===== config.mk =====
export PLATFORM = sky130hd
export DESIGN_NAME = cube_map_face_select
export DESIGN_NICKNAME = d
export VERILOG_FILES = /design/src/cmfs_pkg.sv /design/src/cmfs_front.sv /design/src/cmfs_queue.sv /design/src/cmfs_back.sv /design/src/cube_map_face_select.sv
export SDC_FILE = /design/constraint.sdc
export NUM_CORES = 2
export LEC_CHECK = 0
export BUFFER_PORTS_ARGS = -buffer_cell sky130_fd_sc_hd__buf_4
export CAP_MARGIN = 20
export CORE_MARGIN = 4
export CORE_UTILIZATION = 55
export CTS_CLUSTER_SIZE = 20
export DETAILED_ROUTE_END_ITERATION = 8
export PLACE_DENSITY = 0.71
export REMOVE_ABC_BUFFERS = 1
export SKIP_LAST_GASP = 1
export SLEW_MARGIN = 20
export SYNTH_ARGS = -nofsm -noshare
export SYNTH_HDL_FRONTEND = slang
export SYNTH_SLANG_ARGS = --single-unit

===== constraint.sdc =====
create_clock -name i_clk -period 81.4 [get_ports i_clk]
set_input_delay 16.28 -clock i_clk [delete_from_list [all_inputs] [get_ports i_clk]]
set_output_delay 16.28 -clock i_clk [all_outputs]
set_load 0.02 [all_outputs]

===== src/cmfs_pkg.sv =====
// Shared types, constants and arithmetic helpers for the cube map face selector.
`default_nettype none
package cmfs_pkg;

    localparam int CompBits  = 16;
    localparam int TexBits   = 16;
    localparam int QuotBits  = TexBits + 1;
    localparam int DivStages = QuotBits;
    localparam int QueueAw   = 2;

    typedef enum logic [2:0] {
        FACE_POS_X = 3'd0,
        FACE_NEG_X = 3'd1,
        FACE_POS_Y = 3'd2,
        FACE_NEG_Y = 3'd3,
        FACE_POS_Z = 3'd4,
        FACE_NEG_Z = 3'd5
    } t_face;

    typedef struct packed {
        logic signed [CompBits-1:0] dir_x;
        logic signed [CompBits-1:0] dir_y;
        logic signed [CompBits-1:0] dir_z;
    } t_dir;

    typedef struct packed {
        logic [2:0]         face;
        logic [TexBits-1:0] tex_u;
        logic [TexBits-1:0] tex_v;
        logic               degenerate;
    } t_result;

    // Classified request: numerators already offset by the major magnitude
    typedef struct packed {
        logic [2:0]          face;
        logic                degenerate;
        logic                u_lo;
        logic                u_hi;
        logic                v_lo;
        logic                v_hi;
        logic [CompBits-1:0] num_u;
        logic [CompBits-1:0] num_v;
        logic [CompBits-1:0] den;
    } t_job;

    typedef struct packed {
        t_job                job;
        logic [CompBits-1:0] rem_u;
        logic [CompBits-1:0] rem_v;
        logic [QuotBits-1:0] quo_u;
        logic [QuotBits-1:0] quo_v;
    } t_div;

    // One restoring step on both coordinates
    function automatic t_div div_step(input t_div s);
        t_div              o;
        logic [CompBits:0] ru;
        logic [CompBits:0] rv;
        o  = s;
        ru = {s.rem_u, 1'b0};
        rv = {s.rem_v, 1'b0};
        if (ru >= {1'b0, s.job.den}) begin
            ru = ru - {1'b0, s.job.den};
            o.quo_u = {s.quo_u[QuotBits-2:0], 1'b1};
        end else begin
            o.quo_u = {s.quo_u[QuotBits-2:0], 1'b0};
        end
        if (rv >= {1'b0, s.job.den}) begin
            rv = rv - {1'b0, s.job.den};
            o.quo_v = {s.quo_v[QuotBits-2:0], 1'b1};
        end else begin
            o.quo_v = {s.quo_v[QuotBits-2:0], 1'b0};
        end
        o.rem_u = ru[CompBits-1:0];
        o.rem_v = rv[CompBits-1:0];
        return o;
    endfunction

    // Round half up, then clamp
    function automatic logic [TexBits-1:0] round_coord(input logic [QuotBits-1:0] q,
                                                       input logic lo, input logic hi,
                                                       input logic degen);
        logic [QuotBits:0]  qr;
        logic [TexBits-1:0] c;
        qr = ({1'b0, q} + {{QuotBits{1'b0}}, 1'b1}) >> 1;
        if (qr[QuotBits:TexBits] != '0) c = '1;
        else                            c = qr[TexBits-1:0];
        if (degen)   c = {1'b1, {(TexBits-1){1'b0}}};
        else if (lo) c = '0;
        else if (hi) c = '1;
        return c;
    endfunction

endpackage
`default_nettype wire


===== src/cmfs_front.sv =====
// Front end: picks the major axis and face, and forms the division operands.
`default_nettype none
module cmfs_front (
    input  wire logic         i_clk,
    input  wire logic         i_rst_n,
    input  wire logic         i_valid,
    output logic              o_ready,
    input  cmfs_pkg::t_dir    i_dir,
    output logic              o_valid,
    input  wire logic         i_ready,
    output cmfs_pkg::t_job    o_job
);
    localparam int Cb = cmfs_pkg::CompBits;

    logic                 r_valid;
    cmfs_pkg::t_job       r_job;
    cmfs_pkg::t_job       n_job;

    logic [Cb-2:0]        ax, ay, az, m;
    logic signed [Cb:0]   x, y, z, su, sv;
    logic signed [Cb+1:0] snu, snv, dd;
    logic [2:0]           face;

    function automatic logic [Cb-2:0] sat_abs(input logic signed [Cb-1:0] v);
        logic [Cb-1:0] a;
        a = v[Cb-1] ? (~v + 1'b1) : v;
        return a[Cb-1] ? {(Cb-1){1'b1}} : a[Cb-2:0];
    endfunction

    always_comb begin
        x  = {i_dir.dir_x[Cb-1], i_dir.dir_x};
        y  = {i_dir.dir_y[Cb-1], i_dir.dir_y};
        z  = {i_dir.dir_z[Cb-1], i_dir.dir_z};
        ax = sat_abs(i_dir.dir_x);
        ay = sat_abs(i_dir.dir_y);
        az = sat_abs(i_dir.dir_z);
        if (ax >= ay && ax >= az) begin
            m  = ax;
            sv = -y;
            if (!x[Cb] && x != '0) begin face = cmfs_pkg::FACE_POS_X; su = -z; end
            else                   begin face = cmfs_pkg::FACE_NEG_X; su = z;  end
        end else if (ay >= az) begin
            m  = ay;
            su = x;
            if (!y[Cb] && y != '0) begin face = cmfs_pkg::FACE_POS_Y; sv = z;  end
            else                   begin face = cmfs_pkg::FACE_NEG_Y; sv = -z; end
        end else begin
            m  = az;
            sv = -y;
            if (!z[Cb] && z != '0) begin face = cmfs_pkg::FACE_POS_Z; su = x;  end
            else                   begin face = cmfs_pkg::FACE_NEG_Z; su = -x; end
        end
        snu = {su[Cb], su} + $signed({3'b000, m});
        snv = {sv[Cb], sv} + $signed({3'b000, m});
        dd  = $signed({2'b00, m, 1'b0});

        n_job.degenerate = (x == '0) && (y == '0) && (z == '0);
        n_job.face  = n_job.degenerate ? 3'(cmfs_pkg::FACE_POS_X) : face;
        n_job.u_lo  = snu <= 0;
        n_job.v_lo  = snv <= 0;
        n_job.u_hi  = snu >= dd;
        n_job.v_hi  = snv >= dd;
        n_job.num_u = snu[Cb-1:0];
        n_job.num_v = snv[Cb-1:0];
        n_job.den   = {m, 1'b0};
    end

    assign o_ready = !r_valid || i_ready;
    assign o_valid = r_valid;
    assign o_job   = r_job;

    always_ff @(posedge i_clk) begin
        if (!i_rst_n) begin
            r_valid <= 1'b0;
        end else if (o_ready) begin
            r_valid <= i_valid;
        end
        if (o_ready && i_valid) begin
            r_job <= n_job;
        end
    end
endmodule
`default_nettype wire


===== src/cmfs_queue.sv =====
// Short queue between the front end and the divider pipeline.
`default_nettype none
module cmfs_queue (
    input  wire logic      i_clk,
    input  wire logic      i_rst_n,
    input  wire logic      i_valid,
    output logic           o_ready,
    input  cmfs_pkg::t_job i_job,
    output logic           o_valid,
    input  wire logic      i_ready,
    output cmfs_pkg::t_job o_job
);
    localparam int Aw    = cmfs_pkg::QueueAw;
    localparam int Depth = 1 << Aw;

    cmfs_pkg::t_job r_mem [Depth];
    logic [Aw-1:0]  r_wr, r_rd;
    logic [Aw:0]    r_cnt;
    logic           push, pop;

    assign o_ready = r_cnt != (Aw+1)'(Depth);
    assign o_valid = r_cnt != '0;
    assign o_job   = r_mem[r_rd];
    assign push    = i_valid && o_ready;
    assign pop     = o_valid && i_ready;

    always_ff @(posedge i_clk) begin
        if (!i_rst_n) begin
            r_wr  <= '0;
            r_rd  <= '0;
            r_cnt <= '0;
        end else begin
            if (push) r_wr <= r_wr + 1'b1;
            if (pop)  r_rd <= r_rd + 1'b1;
            r_cnt <= r_cnt + {{Aw{1'b0}}, push} - {{Aw{1'b0}}, pop};
        end
        if (push) begin
            r_mem[r_wr] <= i_job;
        end
    end
endmodule
`default_nettype wire


===== src/cmfs_back.sv =====
// Back end: one quotient bit per stage for both coordinates, then rounding.
`default_nettype none
module cmfs_back (
    input  wire logic         i_clk,
    input  wire logic         i_rst_n,
    input  wire logic         i_valid,
    output logic              o_ready,
    input  cmfs_pkg::t_job    i_job,
    output logic              o_valid,
    input  wire logic         i_ready,
    output cmfs_pkg::t_result o_result
);
    localparam int Ns = cmfs_pkg::DivStages;

    cmfs_pkg::t_div    r_st  [Ns];
    logic [Ns-1:0]     r_vld;
    logic              r_o_valid;
    cmfs_pkg::t_result r_out;
    cmfs_pkg::t_div    init;
    cmfs_pkg::t_div    last;
    logic              adv;

    assign adv     = !r_o_valid || i_ready;
    assign o_ready = adv;
    assign o_valid = r_o_valid;
    assign o_result = r_out;
    assign last    = r_st[Ns-1];

    always_comb begin
        init.job   = i_job;
        init.rem_u = i_job.num_u;
        init.rem_v = i_job.num_v;
        init.quo_u = '0;
        init.quo_v = '0;
    end

    always_ff @(posedge i_clk) begin
        if (!i_rst_n) begin
            r_vld     <= '0;
            r_o_valid <= 1'b0;
        end else if (adv) begin
            r_vld     <= {r_vld[Ns-2:0], i_valid};
            r_o_valid <= r_vld[Ns-1];
        end
        if (adv) begin
            r_st[0] <= cmfs_pkg::div_step(init);
            for (int i = 1; i < Ns; i++) begin
                r_st[i] <= cmfs_pkg::div_step(r_st[i-1]);
            end
            r_out.face       <= last.job.face;
            r_out.degenerate <= last.job.degenerate;
            r_out.tex_u      <= cmfs_pkg::round_coord(last.quo_u, last.job.u_lo,
                                                      last.job.u_hi, last.job.degenerate);
            r_out.tex_v      <= cmfs_pkg::round_coord(last.quo_v, last.job.v_lo,
                                                      last.job.v_hi, last.job.degenerate);
        end
    end
endmodule
`default_nettype wire


===== src/cube_map_face_select.sv =====
// Top level of the cube map face selector: front end, queue and divider pipeline.
//
//  port group    direction  handshake                   payload
//  request in    input      i_in_valid / o_in_ready     i_in_data   (t_dir)
//  result out    output     o_out_valid / i_out_ready   o_out_data  (t_result)
//
// One request a cycle is taken and one result a cycle is given when the sink keeps up.
// A request passes the front register, the queue, 17 divide stages and the output register;
// the 17 stages each resolve one quotient bit of both coordinates.
// Reset clears all valid bits and queue pointers; no clearing pass.
// A stalled output freezes the divide pipeline; the queue absorbs the front end meanwhile.
`default_nettype none
module cube_map_face_select (
    input  wire logic         i_clk,
    input  wire logic         i_rst_n,
    input  wire logic         i_in_valid,
    output logic              o_in_ready,
    input  cmfs_pkg::t_dir    i_in_data,
    output logic              o_out_valid,
    input  wire logic         i_out_ready,
    output cmfs_pkg::t_result o_out_data
);
    logic           f_valid, f_ready, q_valid, q_ready;
    cmfs_pkg::t_job f_job, q_job;

    cmfs_front u_front (
        .i_clk   (i_clk),
        .i_rst_n (i_rst_n),
        .i_valid (i_in_valid),
        .o_ready (o_in_ready),
        .i_dir   (i_in_data),
        .o_valid (f_valid),
        .i_ready (f_ready),
        .o_job   (f_job)
    );

    cmfs_queue u_queue (
        .i_clk   (i_clk),
        .i_rst_n (i_rst_n),
        .i_valid (f_valid),
        .o_ready (f_ready),
        .i_job   (f_job),
        .o_valid (q_valid),
        .i_ready (q_ready),
        .o_job   (q_job)
    );

    cmfs_back u_back (
        .i_clk    (i_clk),
        .i_rst_n  (i_rst_n),
        .i_valid  (q_valid),
        .o_ready  (q_ready),
        .i_job    (q_job),
        .o_valid  (o_out_valid),
        .i_ready  (i_out_ready),
        .o_result (o_out_data)
    );
endmodule
`default_nettype wire

==> qor.txt <==
Status -> completed
Period utilization -> 0.322
DP Wirelength -> 134000 um
H-Tree Depth -> 4
CTS tree -> done
Clk slew on worst S/H paths -> 0.06 ns
Final instance area -> 86700 sq um
DRC viols -> 0
Count of cell types in the netlist -> 87
DR vias/cell -> 5.66
Avg Inst Size Synth -> 11.7 sq um
Min Tclk post-route -> 26.23 ns
Final setup fails -> 0
Post-CTS Repair Setup Buffers -> 0
Max Root-Sink Buffers -> 3
Diode count -> 0
Via count -> 50400
Die area -> 149000 sq um
Final Max Slew Viols -> 0
First-pass GRT wire length -> 277000 um
Wire per inst -> 20.1 um
Area contributors post-synth -> edfxtp_1 56%, ha_1 9.7%, a21oi_1 4.7%, inv_1 4.0%, o21ai_0 2.5%
Post-synth EDFFs -> 1473
Post-CTS Resized -> 0
CTS Buf Count -> 156
Die Wd -> 386 um
Routed Antenna Nets -> 0
Initial core utilization -> 0.555
RSZ-0062 raised after global routing -> false
Vias in the first global route -> 48600
Critical-path maximum fanout -> 28
Max Cap Viol -> 0
Seq cells post-synth -> 1501
Worst slew margin -> 0.261
Top_reg_cell synth -> edfxtp_1
CTS Hold Bufs -> 0
Crit path kind -> input port to flop
Routed Wire Length -> 179000 um
Placer Congestion -> 0.907
Fin cells -> 8911
Hold Startpoint -> u_back.r_st[0][852]
FMAX -> 38.1 MHz
Mapped cell area -> 78700 sq um
CTS Root Cell -> clkbuf_16
Top Ports -> 90
Hold Fails Final Rpt -> 0
Final core utilization -> 0.611
Biggest area consumer among synthesized cells -> edfxtp_1
CP Launch Point -> i_in_data[19]
Clk sinks -> 1501
Drt first-iter violations -> 4102
Port-buffer cells -> 89
Row count -> 138
Setup TNS -> 0 ns
Hold crit path type -> flop to flop
Crit. End Element -> flop
Critical path's slowest cell -> nor4b_1
Clk_lat worst skew -> 0.79 ns
WP data arrival -> 26.84 ns
Syn. warnings -> 0
Yosys top cell area share -> 0.562
Delay of the slowest cell on the worst path -> 0.78 ns
Die height -> 386 um
Area grow syn2layout -> 10.2%
Cells after Synth -> 6743
Number of instances in the placed design -> 8625
Nets -> 7591
Core area -> 142000 sq um
Layout cells sized above 1 -> 0.0756
Clk_skew -> 0.0280 ns
DP Area -> 81500 sq um
Total grt overflow -> 0
Worst-Margin Slew -> 1.11 ns
Crit path required time -> 82.00 ns
Startpoint Class -> input port
GRT Overall Usage -> 0.240
Initial antenna violation count -> 6
Seq/Total Area, Yosys -> 0.569
Largest net degree at the start of global routing -> 117
First-pass DRT Iterations -> 6
Ys async rst share -> 0
metrics by stage:
stage	hold slack [ns]	setup slack, ns
3_3_place_gp	0.400	54.61
5_1_grt	0.411	54.47
3_5_place_dp	0.405	54.47
6_report	0.403	55.17
2_1_floorplan	0.400	33.34
4_1_cts	0.399	55.31
area by class of cell:
cell class | instances | area [sq um]
fillers | 11100 | 55200
clock inverters | 90 | 1030
inverters | 841 | 3160
well taps | 1890 | 2360
repair buffers | 121 | 912
flip-flops and latches | 1501 | 44800
multi-input cells | 4272 | 30300
clock buffers | 196 | 4160
final timing paths:
path                                            end  slack [ns]  cells past startpoint
worst min-delay path            u_back.r_st[0][974]        0.40                      0
worst max register to register   u_back.r_st[0][53]       74.87                     22
worst max-delay path              u_front.o_job[50]       55.17                     43
worst min register to register  u_back.r_st[0][974]        0.40                      0
cells in the mapped netlist, types with 13 or more instances:
master	instances
a21boi_0	64
a21o_1	139
a21oi_1	733
a31oi_1	13
and2_1	25
and3_1	15
clkbuf_1	110
dfxtp_1	28
edfxtp_1	1473
fa_1	35
ha_1	611
inv_1	835
mux2_2	70
mux2i_1	33
mux4_2	51
nand2_1	236
nand2b_1	256
nand3_1	227
nand4_1	106
nor2_1	523
nor2b_1	94
nor3_1	31
nor4_1	34
o21a_1	19
o21ai_0	395
o21bai_1	18
o311a_1	25
or2_2	34
or3_1	15
or4_1	39
xnor2_1	218
xor2_1	104
sequential cells by signal (all words and copies together) (netlist names), 2 cells and up, named ones only:
signal and count:
u_front.o_job 55, u_queue.r_mem 220, u_back.r_vld 17, u_back.r_st 1162, u_queue.r_rd 2, u_back.o_result 36, u_queue.r_wr 2, u_queue.r_cnt 3
cells by family (layout without fill, tap and decap cells):
kind of cell             count (synthesis)  in the layout  synth area share
adder cells (fa/ha/maj)                650            650             0.107
XOR/XNOR                               323            323            0.0360
buffers and inverters                  970           1248            0.0464
AND/OR/NAND/NOR                       1663           1663             0.106
flip-flops                            1501           1501             0.569
AO/OA/AOI/OAI                         1480           1480             0.107
multiplexers                           156            156            0.0292
layout by cell type, fill, tap and decap left out, types with 94 or more instances in the layout:
cell type,netlist,layout
a21o_1,139,139
a21oi_1,733,733
buf_4,1,120
clkbuf_16,0,160
edfxtp_1,1473,1473
ha_1,611,611
inv_1,835,835
nand2_1,236,236
nand2b_1,256,256
nand3_1,227,227
nand4_1,106,106
nor2_1,523,522
nor2b_1,94,94
o21ai_0,395,395
xnor2_1,218,218
xor2_1,104,104
critical path, delay by kind of cell:
kind | cells | cell delay [ns]
AO/OA/AOI/OAI | 23 | 3.90
XOR/XNOR | 1 | 0.16
buffers and inverters | 4 | 0.92
adder cells (fa/ha/maj) | 4 | 1.68
AND/OR/NAND/NOR | 11 | 3.86
routing by layer:
metal | routed length (um) | track usage
met3 | 9250 | 0.0323
met2 | 84700 | 0.394
met5 | 0 | 0
met1 | 80600 | 0.341
met4 | 4290 | 0.0628
Power is left out: the tool's default activity adds up to more than one toggle a clock period on the data nets, which glitch-free logic cannot reach.
